--- config.mk ---
export PLATFORM = sky130hd
export DESIGN_NAME = timeline_playhead_advance
export DESIGN_NICKNAME = d
export VERILOG_FILES = /design/src/design/tpa_pkg.sv /design/src/design/tpa_muldiv.sv /design/src/design/timeline_playhead_advance.sv
export SDC_FILE = /design/constraint.sdc
export NUM_CORES = 2
export LEC_CHECK = 0
export BUFFER_PORTS_ARGS = -buffer_cell sky130_fd_sc_hd__buf_2
export CAP_MARGIN = 30
export CELL_PAD_IN_SITES_DETAIL_PLACEMENT = 1
export CELL_PAD_IN_SITES_GLOBAL_PLACEMENT = 1
export CORE_MARGIN = 2
export CORE_UTILIZATION = 50
export CTS_CLUSTER_DIAMETER = 60
export DETAILED_ROUTE_END_ITERATION = 10
export PLACE_DENSITY = 0.83
export SKIP_CTS_REPAIR_TIMING = 1
export SLEW_MARGIN = 25
export SYNTH_ARGS = -nofsm -noshare
export SYNTH_HDL_FRONTEND = slang
export SYNTH_HIERARCHICAL = 1
export SYNTH_SLANG_ARGS = --single-unit
--- constraint.sdc ---
create_clock -name clock -period 28.7 [get_ports clock]
set_input_delay 1.435 -clock clock [delete_from_list [all_inputs] [get_ports clock]]
set_output_delay 1.435 -clock clock [all_outputs]
set_load 0.02 [all_outputs]
--- src/design/tpa_pkg.sv ---
// ----------------------------------------------------------------------------
// tpa_pkg
// Shared types and constants of the timeline playhead advance block.
// ----------------------------------------------------------------------------
`default_nettype none
package tpa_pkg;

   typedef enum logic [2:0] {
      ST_IDLE,
      ST_CALC,
      ST_DRY,
      ST_EMIT,
      ST_SINGLE
   } state_type;

   typedef enum logic [2:0] {
      MD_IDLE,
      MD_MUL,
      MD_SUM,
      MD_ABS,
      MD_DIV
   } md_state_type;

   typedef struct packed {
      logic [63:0] quot;
      logic        neg;
      logic [31:0] rem;
   } md_result_type;

   localparam logic [1:0] STATUS_OK  = 2'd0;
   localparam logic [1:0] STATUS_NEG = 2'd1;
   localparam logic [1:0] STATUS_CAP = 2'd2;

   localparam logic [1:0] MODE_LOOP     = 2'd1;
   localparam logic [1:0] MODE_PINGPONG = 2'd2;

   localparam logic [2:0] REG_DURATION  = 3'd0;
   localparam logic [2:0] REG_LOOP_MODE = 3'd1;
   localparam logic [2:0] REG_MAX_CROSS = 3'd2;
   localparam logic [2:0] REG_RATE_NUM  = 3'd3;
   localparam logic [2:0] REG_RATE_DEN  = 3'd4;
   localparam logic [2:0] REG_START_POS = 3'd5;
   localparam logic [2:0] REG_SUPPRESS  = 3'd6;

endpackage
`default_nettype wire

--- src/design/tpa_muldiv.sv ---
// ----------------------------------------------------------------------------
// tpa_muldiv
// Bit-serial rate scaling: delta times numerator plus carried remainder,
// then a restoring division by the denominator, truncating toward zero.
// ----------------------------------------------------------------------------
`default_nettype none
module tpa_muldiv (
   input  wire logic                   clock,
   input  wire logic                   reset,
   input  wire logic                   start,
   input  wire logic [31:0]            delta,
   input  wire logic [31:0]            num,
   input  wire logic [31:0]            rem_in,
   input  wire logic [30:0]            den,
   output logic                        done,
   output tpa_pkg::md_result_type      result
);

   tpa_pkg::md_state_type state_ff, state_in;
   logic [5:0]  cnt_ff, cnt_in;
   logic [32:0] hi_ff, hi_in;
   logic [31:0] lo_ff, lo_in;
   logic [63:0] acc_ff, acc_in;
   logic        neg_ff, neg_in;
   logic [31:0] r_ff, r_in;
   logic        done_ff, done_in;

   logic [32:0] psum;
   logic [31:0] trial;
   logic [31:0] den_eff;
   logic        ge;

   always_comb begin
      den_eff = (den == 31'd0) ? 32'd1 : {1'b0, den};
      psum    = lo_ff[0] ? (hi_ff + {num[31], num}) : hi_ff;
      trial   = {r_ff[30:0], acc_ff[63]};
      ge      = trial >= den_eff;

      state_in = state_ff;
      cnt_in   = cnt_ff;
      hi_in    = hi_ff;
      lo_in    = lo_ff;
      acc_in   = acc_ff;
      neg_in   = neg_ff;
      r_in     = r_ff;
      done_in  = 1'b0;

      unique case (state_ff)
         tpa_pkg::MD_IDLE: begin
            if (start) begin
               hi_in    = '0;
               lo_in    = delta;
               cnt_in   = '0;
               state_in = tpa_pkg::MD_MUL;
            end
         end
         tpa_pkg::MD_MUL: begin
            // Shift-add: the multiplier bits leave the low half as the product enters.
            hi_in  = {psum[32], psum[32:1]};
            lo_in  = {psum[0], lo_ff[31:1]};
            cnt_in = cnt_ff + 6'd1;
            if (cnt_ff == 6'd31) begin
               state_in = tpa_pkg::MD_SUM;
            end
         end
         tpa_pkg::MD_SUM: begin
            acc_in   = {hi_ff[31:0], lo_ff} + {{32{rem_in[31]}}, rem_in};
            state_in = tpa_pkg::MD_ABS;
         end
         tpa_pkg::MD_ABS: begin
            neg_in   = acc_ff[63];
            acc_in   = acc_ff[63] ? (64'd0 - acc_ff) : acc_ff;
            r_in     = '0;
            cnt_in   = '0;
            state_in = tpa_pkg::MD_DIV;
         end
         tpa_pkg::MD_DIV: begin
            r_in   = ge ? (trial - den_eff) : trial;
            acc_in = {acc_ff[62:0], ge};
            cnt_in = cnt_ff + 6'd1;
            if (cnt_ff == 6'd63) begin
               done_in  = 1'b1;
               state_in = tpa_pkg::MD_IDLE;
            end
         end
         default: state_in = tpa_pkg::MD_IDLE;
      endcase
   end

   always_ff @(posedge clock) begin
      if (reset) begin
         state_ff <= tpa_pkg::MD_IDLE;
         done_ff  <= 1'b0;
      end else begin
         state_ff <= state_in;
         done_ff  <= done_in;
      end
      cnt_ff <= cnt_in;
      hi_ff  <= hi_in;
      lo_ff  <= lo_in;
      acc_ff <= acc_in;
      neg_ff <= neg_in;
      r_ff   <= r_in;
   end

   assign done        = done_ff;
   assign result.quot = acc_ff;
   assign result.neg  = neg_ff;
   assign result.rem  = neg_ff ? (32'd0 - r_ff) : r_ff;

endmodule
`default_nettype wire

--- src/design/timeline_playhead_advance.sv ---
// ----------------------------------------------------------------------------
// timeline_playhead_advance
// Scales a source delta by a rational rate and walks a playhead over a
// timeline in once, loop or ping-pong mode, reporting traversed segments.
// ----------------------------------------------------------------------------
// Usage: one request carries a source delta on the req_ channel. The block
// answers on the rsp_ channel with one result per traversed segment, the
// final one marked by rsp_tlast, or with a single result when there is
// nothing to report or the request fails (rsp_tuser gives the status).
// One request is handled at a time; req_tready is high only when idle.
// Steps: a serial multiply, a sum and a sign fix-up, a serial division,
// then a dry walk over the segments and crossings that checks capacity,
// and a second walk that hands out the segments, one per cycle while the
// receiver takes them.
// A stalled receiver holds the output register and the second walk waits.
// Reset loads the register defaults, the playhead to zero, traversal one.
// The user must write registers through csr_ only while the block is idle; the block does not enforce it.
// ----------------------------------------------------------------------------
`default_nettype none
module timeline_playhead_advance #(
   parameter int MAX_CROSSINGS = 16
) (
   input  wire logic         clock,
   input  wire logic         reset,
   input  wire logic         req_tvalid,
   output logic              req_tready,
   input  wire logic [31:0]  req_tdata,   // [31:0] source_delta
   output logic              rsp_tvalid,
   input  wire logic         rsp_tready,
   output logic [103:0]      rsp_tdata,   // seg_from, seg_to, seg_traversal,
                                          // seg_reverse, seg_include_from, pad
   output logic [2:0]        rsp_tuser,   // [0] seg_valid, [2:1] status
   output logic              rsp_tlast,
   input  wire logic         csr_we,
   input  wire logic [2:0]   csr_index,
   input  wire logic [31:0]  csr_wdata
);

   localparam int SEG_CAP = MAX_CROSSINGS + 2;
   localparam int CW      = $clog2(MAX_CROSSINGS + 2);
   localparam int NW      = $clog2(SEG_CAP + 1);

   tpa_pkg::state_type state_ff, state_in;

   // Configuration and architectural state.
   logic [31:0] dur_ff, dur_in;
   logic [1:0]  mode_ff, mode_in;
   logic [4:0]  mc_ff, mc_in;
   logic [31:0] num_ff, num_in;
   logic [30:0] den_ff, den_in;
   logic [31:0] play_ff, play_in;
   logic [31:0] trav_ff, trav_in;
   logic [31:0] rem_ff, rem_in;
   logic        rev_ff, rev_in;
   logic        primed_ff, primed_in;

   // Per-request values.
   logic [63:0]   q_ff, q_in;
   logic          sneg_ff, sneg_in;
   logic [31:0]   nrem_ff, nrem_in;
   logic [NW-1:0] ntot_ff, ntot_in;
   logic [1:0]    status_ff, status_in;

   // Walker.
   logic [31:0]   w_pos_ff, w_pos_in;
   logic [63:0]   w_mag_ff, w_mag_in;
   logic          w_down_ff, w_down_in;
   logic          w_rev_ff, w_rev_in;
   logic [31:0]   w_trav_ff, w_trav_in;
   logic          w_inc_ff, w_inc_in;
   logic [CW-1:0] w_cross_ff, w_cross_in;
   logic [NW-1:0] w_n_ff, w_n_in;
   logic          w_first_ff, w_first_in;
   logic          w_active_ff, w_active_in;

   // Output register.
   logic          rv_ff, rv_in;
   logic [31:0]   r_from_ff, r_from_in;
   logic [31:0]   r_to_ff, r_to_in;
   logic [31:0]   r_trav_ff, r_trav_in;
   logic          r_rev_ff, r_rev_in;
   logic          r_inc_ff, r_inc_in;
   logic          r_sv_ff, r_sv_in;
   logic [1:0]    r_status_ff, r_status_in;
   logic          r_last_ff, r_last_in;

   logic                   md_start, md_done;
   tpa_pkg::md_result_type md_res;

   tpa_muldiv u_muldiv (
      .clock  (clock),
      .reset  (reset),
      .start  (md_start),
      .delta  (req_tdata),
      .num    (num_ff),
      .rem_in (rem_ff),
      .den    (den_ff),
      .done   (md_done),
      .result (md_res)
   );

   // Walk step signals.
   logic          is_loop, is_pp;
   logic [CW-1:0] lim;
   logic [31:0]   span, bnd, near;
   logic          fits;
   logic          seg_emit, seg_rev, seg_inc;
   logic [31:0]   seg_to;
   logic          wk_err, wk_end;
   logic [CW-1:0] cross_next;
   logic [31:0]   wk_pos;
   logic [63:0]   wk_mag;
   logic          wk_down, wk_rev, wk_inc, wk_active, wk_first;
   logic [31:0]   wk_trav;
   logic [CW-1:0] wk_cross;
   logic [NW-1:0] wk_n;
   logic          slot_free;

   always_comb begin
      is_loop    = mode_ff == tpa_pkg::MODE_LOOP;
      is_pp      = mode_ff == tpa_pkg::MODE_PINGPONG;
      lim        = (32'(mc_ff) > 32'(MAX_CROSSINGS)) ? CW'(MAX_CROSSINGS) : CW'(mc_ff);
      span       = w_down_ff ? w_pos_ff : (dur_ff - w_pos_ff);
      bnd        = w_down_ff ? 32'd0 : dur_ff;
      near       = w_down_ff ? (w_pos_ff - w_mag_ff[31:0]) : (w_pos_ff + w_mag_ff[31:0]);
      fits       = (w_mag_ff[63:32] == 32'd0) && (w_mag_ff[31:0] <= span);
      cross_next = w_cross_ff + CW'(1);
      wk_end     = !w_first_ff && !w_active_ff;

      seg_emit  = 1'b0;
      seg_to    = w_pos_ff;
      seg_rev   = w_down_ff;
      seg_inc   = 1'b0;
      wk_err    = 1'b0;
      wk_pos    = w_pos_ff;
      wk_mag    = w_mag_ff;
      wk_down   = w_down_ff;
      wk_rev    = w_rev_ff;
      wk_inc    = w_inc_ff;
      wk_active = w_active_ff;
      wk_first  = w_first_ff;
      wk_trav   = w_trav_ff;
      wk_cross  = w_cross_ff;

      if (w_first_ff) begin
         // Zero-length segment on the starting point.
         seg_emit = 1'b1;
         seg_rev  = sneg_ff;
         seg_inc  = 1'b1;
         wk_first = 1'b0;
      end else if (w_active_ff) begin
         seg_inc = is_loop & w_inc_ff;
         if (!is_loop && !is_pp) begin
            seg_emit  = 1'b1;
            seg_to    = fits ? near : bnd;
            wk_pos    = seg_to;
            wk_active = 1'b0;
         end else if (fits) begin
            seg_emit  = 1'b1;
            seg_to    = near;
            wk_pos    = near;
            wk_active = 1'b0;
         end else begin
            // Runs past the end: go to the boundary and cross it.
            seg_emit = span != 32'd0;
            seg_to   = bnd;
            wk_mag   = w_mag_ff - {32'd0, span};
            wk_cross = cross_next;
            wk_err   = (cross_next > lim) || (w_trav_ff == 32'hFFFF_FFFF);
            wk_trav  = w_trav_ff + 32'd1;
            if (is_loop) begin
               wk_pos = w_down_ff ? dur_ff : 32'd0;
               wk_inc = 1'b1;
            end else begin
               wk_pos  = bnd;
               wk_down = !w_down_ff;
               wk_rev  = !w_rev_ff;
            end
         end
      end
      if (seg_emit && (32'(w_n_ff) == 32'(SEG_CAP))) begin
         wk_err = 1'b1;
      end
      wk_n = seg_emit ? (w_n_ff + NW'(1)) : w_n_ff;
   end

   always_comb begin
      slot_free = !rv_ff || rsp_tready;

      state_in  = state_ff;
      req_tready = 1'b0;
      md_start  = 1'b0;

      dur_in    = dur_ff;
      mode_in   = mode_ff;
      mc_in     = mc_ff;
      num_in    = num_ff;
      den_in    = den_ff;
      play_in   = play_ff;
      trav_in   = trav_ff;
      rem_in    = rem_ff;
      rev_in    = rev_ff;
      primed_in = primed_ff;

      q_in      = q_ff;
      sneg_in   = sneg_ff;
      nrem_in   = nrem_ff;
      ntot_in   = ntot_ff;
      status_in = status_ff;

      w_pos_in    = w_pos_ff;
      w_mag_in    = w_mag_ff;
      w_down_in   = w_down_ff;
      w_rev_in    = w_rev_ff;
      w_trav_in   = w_trav_ff;
      w_inc_in    = w_inc_ff;
      w_cross_in  = w_cross_ff;
      w_n_in      = w_n_ff;
      w_first_in  = w_first_ff;
      w_active_in = w_active_ff;

      rv_in       = rsp_tready ? 1'b0 : rv_ff;
      r_from_in   = r_from_ff;
      r_to_in     = r_to_ff;
      r_trav_in   = r_trav_ff;
      r_rev_in    = r_rev_ff;
      r_inc_in    = r_inc_ff;
      r_sv_in     = r_sv_ff;
      r_status_in = r_status_ff;
      r_last_in   = r_last_ff;

      unique case (state_ff)
         tpa_pkg::ST_IDLE: begin
            req_tready = 1'b1;
            if (req_tvalid) begin
               if (req_tdata[31]) begin
                  status_in = tpa_pkg::STATUS_NEG;
                  state_in  = tpa_pkg::ST_SINGLE;
               end else begin
                  md_start = 1'b1;
                  state_in = tpa_pkg::ST_CALC;
               end
            end
         end
         tpa_pkg::ST_CALC: begin
            if (md_done) begin
               q_in        = md_res.quot;
               sneg_in     = md_res.neg && (md_res.quot != 64'd0);
               nrem_in     = md_res.rem;
               w_pos_in    = play_ff;
               w_mag_in    = md_res.quot;
               w_down_in   = (md_res.neg && (md_res.quot != 64'd0)) ^ (is_pp & rev_ff);
               w_rev_in    = rev_ff;
               w_trav_in   = trav_ff;
               w_inc_in    = 1'b0;
               w_cross_in  = '0;
               w_n_in      = '0;
               w_first_in  = !primed_ff;
               w_active_in = md_res.quot != 64'd0;
               state_in    = tpa_pkg::ST_DRY;
            end
         end
         tpa_pkg::ST_DRY: begin
            if (wk_end) begin
               ntot_in = w_n_ff;
               if (w_n_ff == '0) begin
                  rem_in    = nrem_ff;
                  primed_in = 1'b1;
                  status_in = tpa_pkg::STATUS_OK;
                  state_in  = tpa_pkg::ST_SINGLE;
               end else begin
                  // Second pass from the same starting state hands out segments.
                  w_pos_in    = play_ff;
                  w_mag_in    = q_ff;
                  w_down_in   = sneg_ff ^ (is_pp & rev_ff);
                  w_rev_in    = rev_ff;
                  w_trav_in   = trav_ff;
                  w_inc_in    = 1'b0;
                  w_cross_in  = '0;
                  w_n_in      = '0;
                  w_first_in  = !primed_ff;
                  w_active_in = q_ff != 64'd0;
                  state_in    = tpa_pkg::ST_EMIT;
               end
            end else if (wk_err) begin
               status_in = tpa_pkg::STATUS_CAP;
               state_in  = tpa_pkg::ST_SINGLE;
            end else begin
               w_pos_in    = wk_pos;
               w_mag_in    = wk_mag;
               w_down_in   = wk_down;
               w_rev_in    = wk_rev;
               w_trav_in   = wk_trav;
               w_inc_in    = wk_inc;
               w_cross_in  = wk_cross;
               w_n_in      = wk_n;
               w_first_in  = wk_first;
               w_active_in = wk_active;
            end
         end
         tpa_pkg::ST_EMIT: begin
            if (wk_end) begin
               play_in   = w_pos_ff;
               trav_in   = w_trav_ff;
               rem_in    = nrem_ff;
               rev_in    = w_rev_ff;
               primed_in = 1'b1;
               state_in  = tpa_pkg::ST_IDLE;
            end else if (!seg_emit || slot_free) begin
               w_pos_in    = wk_pos;
               w_mag_in    = wk_mag;
               w_down_in   = wk_down;
               w_rev_in    = wk_rev;
               w_trav_in   = wk_trav;
               w_inc_in    = wk_inc;
               w_cross_in  = wk_cross;
               w_n_in      = wk_n;
               w_first_in  = wk_first;
               w_active_in = wk_active;
               if (seg_emit) begin
                  rv_in       = 1'b1;
                  r_from_in   = w_pos_ff;
                  r_to_in     = seg_to;
                  r_trav_in   = w_trav_ff;
                  r_rev_in    = seg_rev;
                  r_inc_in    = seg_inc;
                  r_sv_in     = 1'b1;
                  r_status_in = tpa_pkg::STATUS_OK;
                  r_last_in   = wk_n == ntot_ff;
               end
            end
         end
         tpa_pkg::ST_SINGLE: begin
            if (slot_free) begin
               rv_in       = 1'b1;
               r_from_in   = '0;
               r_to_in     = '0;
               r_trav_in   = '0;
               r_rev_in    = 1'b0;
               r_inc_in    = 1'b0;
               r_sv_in     = 1'b0;
               r_status_in = status_ff;
               r_last_in   = 1'b1;
               state_in    = tpa_pkg::ST_IDLE;
            end
         end
         default: state_in = tpa_pkg::ST_IDLE;
      endcase

      if (csr_we) begin
         unique case (csr_index)
            tpa_pkg::REG_DURATION: begin
               dur_in = csr_wdata;
               if (play_ff > csr_wdata) begin
                  play_in = csr_wdata;
               end
            end
            tpa_pkg::REG_LOOP_MODE: mode_in = csr_wdata[1:0];
            tpa_pkg::REG_MAX_CROSS: mc_in = csr_wdata[4:0];
            tpa_pkg::REG_RATE_NUM:  num_in = csr_wdata;
            tpa_pkg::REG_RATE_DEN: begin
               den_in = csr_wdata[30:0];
               rem_in = '0;
            end
            tpa_pkg::REG_START_POS: begin
               play_in = (csr_wdata > dur_ff) ? dur_ff : csr_wdata;
            end
            tpa_pkg::REG_SUPPRESS: primed_in = csr_wdata[0];
            default: ;
         endcase
      end
   end

   always_ff @(posedge clock) begin
      if (reset) begin
         state_ff  <= tpa_pkg::ST_IDLE;
         rv_ff     <= 1'b0;
         dur_ff    <= 32'd1;
         mode_ff   <= 2'd0;
         mc_ff     <= 5'd1;
         num_ff    <= 32'd1;
         den_ff    <= 31'd1;
         play_ff   <= 32'd0;
         trav_ff   <= 32'd1;
         rem_ff    <= 32'd0;
         rev_ff    <= 1'b0;
         primed_ff <= 1'b0;
      end else begin
         state_ff  <= state_in;
         rv_ff     <= rv_in;
         dur_ff    <= dur_in;
         mode_ff   <= mode_in;
         mc_ff     <= mc_in;
         num_ff    <= num_in;
         den_ff    <= den_in;
         play_ff   <= play_in;
         trav_ff   <= trav_in;
         rem_ff    <= rem_in;
         rev_ff    <= rev_in;
         primed_ff <= primed_in;
      end
      q_ff        <= q_in;
      sneg_ff     <= sneg_in;
      nrem_ff     <= nrem_in;
      ntot_ff     <= ntot_in;
      status_ff   <= status_in;
      w_pos_ff    <= w_pos_in;
      w_mag_ff    <= w_mag_in;
      w_down_ff   <= w_down_in;
      w_rev_ff    <= w_rev_in;
      w_trav_ff   <= w_trav_in;
      w_inc_ff    <= w_inc_in;
      w_cross_ff  <= w_cross_in;
      w_n_ff      <= w_n_in;
      w_first_ff  <= w_first_in;
      w_active_ff <= w_active_in;
      r_from_ff   <= r_from_in;
      r_to_ff     <= r_to_in;
      r_trav_ff   <= r_trav_in;
      r_rev_ff    <= r_rev_in;
      r_inc_ff    <= r_inc_in;
      r_sv_ff     <= r_sv_in;
      r_status_ff <= r_status_in;
      r_last_ff   <= r_last_in;
   end

   assign rsp_tvalid = rv_ff;
   assign rsp_tdata  = {6'd0, r_inc_ff, r_rev_ff, r_trav_ff, r_to_ff, r_from_ff};
   assign rsp_tuser  = {r_status_ff, r_sv_ff};
   assign rsp_tlast  = r_last_ff;

   // An empty or failed result always closes its request.
   a_single_last: assert property (@(posedge clock) disable iff (reset)
      rsp_tvalid && !rsp_tuser[0] |-> rsp_tlast)
      else $error("empty or error result without last");

   // The playhead never leaves the timeline.
   a_play_range: assert property (@(posedge clock) disable iff (reset)
      play_ff <= dur_ff)
      else $error("playhead beyond duration");

   // The delivery pass never hands out more segments than the check pass counted.
   a_emit_count: assert property (@(posedge clock) disable iff (reset)
      state_ff == tpa_pkg::ST_EMIT && seg_emit |-> w_n_ff < ntot_ff)
      else $error("segment count exceeds checked total");

endmodule
`default_nettype wire

==> impl_metrics.csv <==
group,metric,value,unit
run_status,status,"complete, no violations",
pwr,total_leakage_power,20.1,nW
global_route,grt_pass1_vias,47300,
synthesis,synthFlopType,"edfxtp_1",
pwr,p_per_area,49.5,mW/mm^2
synthesis,synth_top_cell_area_share,0.315,
placement,placed_area,0.0513,mm^2
synthesis,yosysTopAreaCell,"edfxtp_1",
die,initial_core_util,0.502,
critical_path,crit_path_end_kind,"flip-flop",
cts,cts_buffers,93,
layout,final_cells,7040,
global_route,grt-ovfl-total,0,
placement,io_buffers,175,
pwr,peakVddDrop,0.0523,mV
timing,slew_headroom,0.257,
detailed_routing,wl_per_cell,27.6,um
global_route,grt.total_usage,0.373,
synthesis,synthArstFlopShare,0,
layout,area.growth.synth_to_final,11.3,%
placement,placed_cells,6853,
detailed_routing,postRouteAntennaNets,0,
cts,cts_tree,"done",
worst_hold_path,hold_class,"flip-flop to flip-flop",
timing,whs,455,ps
synthesis,ys_types,99,
detailed_routing,avgViaCountPerCell,6.61,
timing,clock_skew,47.0,ps
timing,post-route-period-util,0.295,
synthesis,syn_area_per_cell,8.77,um^2
flow_run,drv_cap,0,
placement,pre_cts_slack,19990,ps
cts,htreeDepth,3,
layout,layout-drive-gt1-share,0.0865,
timing,setup_tns,0,ps
global_route,antenna_found_initial,14,
global_route,grt_max_degree,80,
cts,cts_root_buffer,"clkbuf_16",
detailed_routing,drt_wl_total,194000,um
critical_path,cp-start-kind,"flip-flop",
layout,nNetsFinal,6046,
synthesis,synth_seq_cells,724,
placement,post-dp-hpwl,142000,um
critical_path,worst-setup-path-type,"flip-flop to flip-flop",
timing,fin_ws,20230,ps
global_route,grt_pass1_wl,292000,um
layout,postLayoutCellArea,0.0548,mm^2
cts,clk_latency,710,ps
cts,clockBufferDepth,3,
timing,tightest_slew,1100,ps
timing,hold_viol_final,0,
timing,max_freq,118,MHz
synthesis,syn_area,0.0492,mm^2
detailed_routing,drc,0,
critical_path,cp.required,29060,ps
die,die_h,318,um
die,die_w,318,um
critical_path,crit_arrival,8830,ps
cts,clk_pin_slew,70,ps
detailed_routing,drtPass1Iterations,6,
die,dieArea,0.101,mm^2
timing,setup_viol,0,
detailed_routing,drtIter0Drc,4835,
cts,cts.sink_count,724,
synthesis,synth_area_leaders,"edfxtp_1, dfxtp_1, ha_1, nand2_1, a21oi_1",
synthesis,ys.warnings.count,6,
timing,min_period,8470,ps
detailed_routing,vias,46500,
die,rows,115,
placement,gp_congestion,1.00,
timing,report.final.slew_viol_count,0,
die,core_area,0.0980,mm^2
synthesis,yosysSeqAreaShare,0.399,
synthesis,synth-edff-count,516,
synthesis,ys_top_cells_by_count,"nand2_1, a21oi_1, edfxtp_1",
synthesis,yosysMostFrequentCell,"nand2_1",
die,num_io_pins,182,
critical_path,path_max_fanout,41,
timing,rsz0062_at_grt,"false",
synthesis,synthCells,5614,
==> cells by family after synthesis <==
| family | count (synthesis) | synth area share |
|---|---|---|
| muxes | 136 | 0.0279 |
| other | 1 | 0.0000762 |
| AOI/OAI and AO/OA | 1655 | 0.207 |
| xor gates and xnor gates | 349 | 0.0621 |
| buffers and inverters | 504 | 0.0398 |
| adders and majority gates | 305 | 0.0784 |
| and+or+nand+nor | 1940 | 0.186 |
| DFF | 724 | 0.399 |
==> report_power, final <==
| part | switching, W | internal [W] |
|---|---|---|
| Combinational | 0.000188 | 0.0000865 |
| Clock | 0.000521 | 0.000738 |
| Sequential | 0.0000255 | 0.00115 |
==> through the flow <==
stage,utilization,power [W]
2_1_floorplan,-,0.00136
3_3_place_gp,0.522,0.00145
3_5_place_dp,0.523,0.00146
4_1_cts,0.557,0.00271
5_1_grt,0.559,0.00278
6_report,0.559,0.00271
==> cells in the final DEF (no fill, tap or decap), types with 14 or more instances in the layout <==
cell type    n
a211oi_1    48
a21o_1      96
a21oi_1    553
a22oi_1    114
a31oi_1     43
and2_1      47
and3_1      35
buf_2      175
buf_4       62
clkbuf_16   98
dfxtp_1    208
edfxtp_1   516
ha_1       298
inv_1      205
mux2i_1    126
nand2_1    767
nand2b_1    58
nand3_1    105
nand3b_1    16
nand4_1     91
nor2_1     395
nor2b_1     57
nor3_1     131
nor4_1      71
nor4b_1     15
o211ai_1    27
o21a_1      43
o21ai_0    440
o21bai_1    41
o22ai_1     15
o31a_1      14
o31ai_1     59
or2_2       14
or3_1       46
or4_1       24
xnor2_1    217
xor2_1     132
==> flip-flops by register name, indices dropped and copies added (netlist names), 6 cells and up <==
| name | count |
|---|---|
| play_ff | 32 |
| u_muldiv/cnt_ff | 6 |
| q_ff | 64 |
| r_to_ff | 32 |
| trav_ff | 32 |
| u_muldiv/hi_ff | 32 |
| r_from_ff | 32 |
| den_ff | 31 |
| w_pos_ff | 32 |
| rem_ff | 32 |
| num_ff | 32 |
| w_mag_ff | 64 |
| r_trav_ff | 32 |
| dur_ff | 32 |
| u_muldiv/lo_ff | 32 |
| w_trav_ff | 32 |
| u_muldiv/r_ff | 32 |
| u_muldiv/acc_ff | 64 |
| nrem_ff | 32 |
==> routing by layer <==
metal | up-vias | track usage | routed length [um]
met5 | - | 0 | 53
met4 | 8 | 0.196 | 11500
met3 | 542 | 0.0546 | 15300
met2 | 2188 | 0.613 | 89900
met1 | 23100 | 0.476 | 77500
li1 | 20700 | - | -
==> layout make-up <==
cell class,count,area [um^2]
Sequential cell,724,19700
Clock buffer,112,2510
Multi-Input combinational cell,4391,27800
Fill cell,11300,43200
Clock inverter,61,788
Timing Repair Buffer,251,1620
Antenna cell,5,12.5
Tap cell,1287,1610
Inverter,209,785
==> final timing paths <==
path | from | end | slack [ps] | cells after the start
setup reg to reg | w_pos_ff[1] | w_mag_ff[4] | 20230 | 25
setup / recovery | w_pos_ff[1] | w_mag_ff[4] | 20230 | 25
hold / removal | trav_ff[13] | trav_ff[13] | 460 | 2
hold reg to reg | trav_ff[13] | trav_ff[13] | 460 | 2
==> critical path: stages, from the launching register on <==
cell	delay, ps
edfxtp_1	540
inv_1	200
fa_1	500
a211o_1	340
a211o_1	380
a32oi_1	330
a31oi_1	250
a211oi_1	410
o31ai_1	160
mux2i_1	210
nand2_1	110
ha_1	460
nand4_1	230
nor2b_1	330
nand3_1	180
or4_1	480
a311oi_2	290
a21oi_1	130
a21boi_4	240
a31oi_4	240
a21oi_1	70
a2111o_1	490
a41oi_4	180
buf_4	390
buf_4	610
buf_12	310
Note: power is estimated with default switching activity, not from simulation.
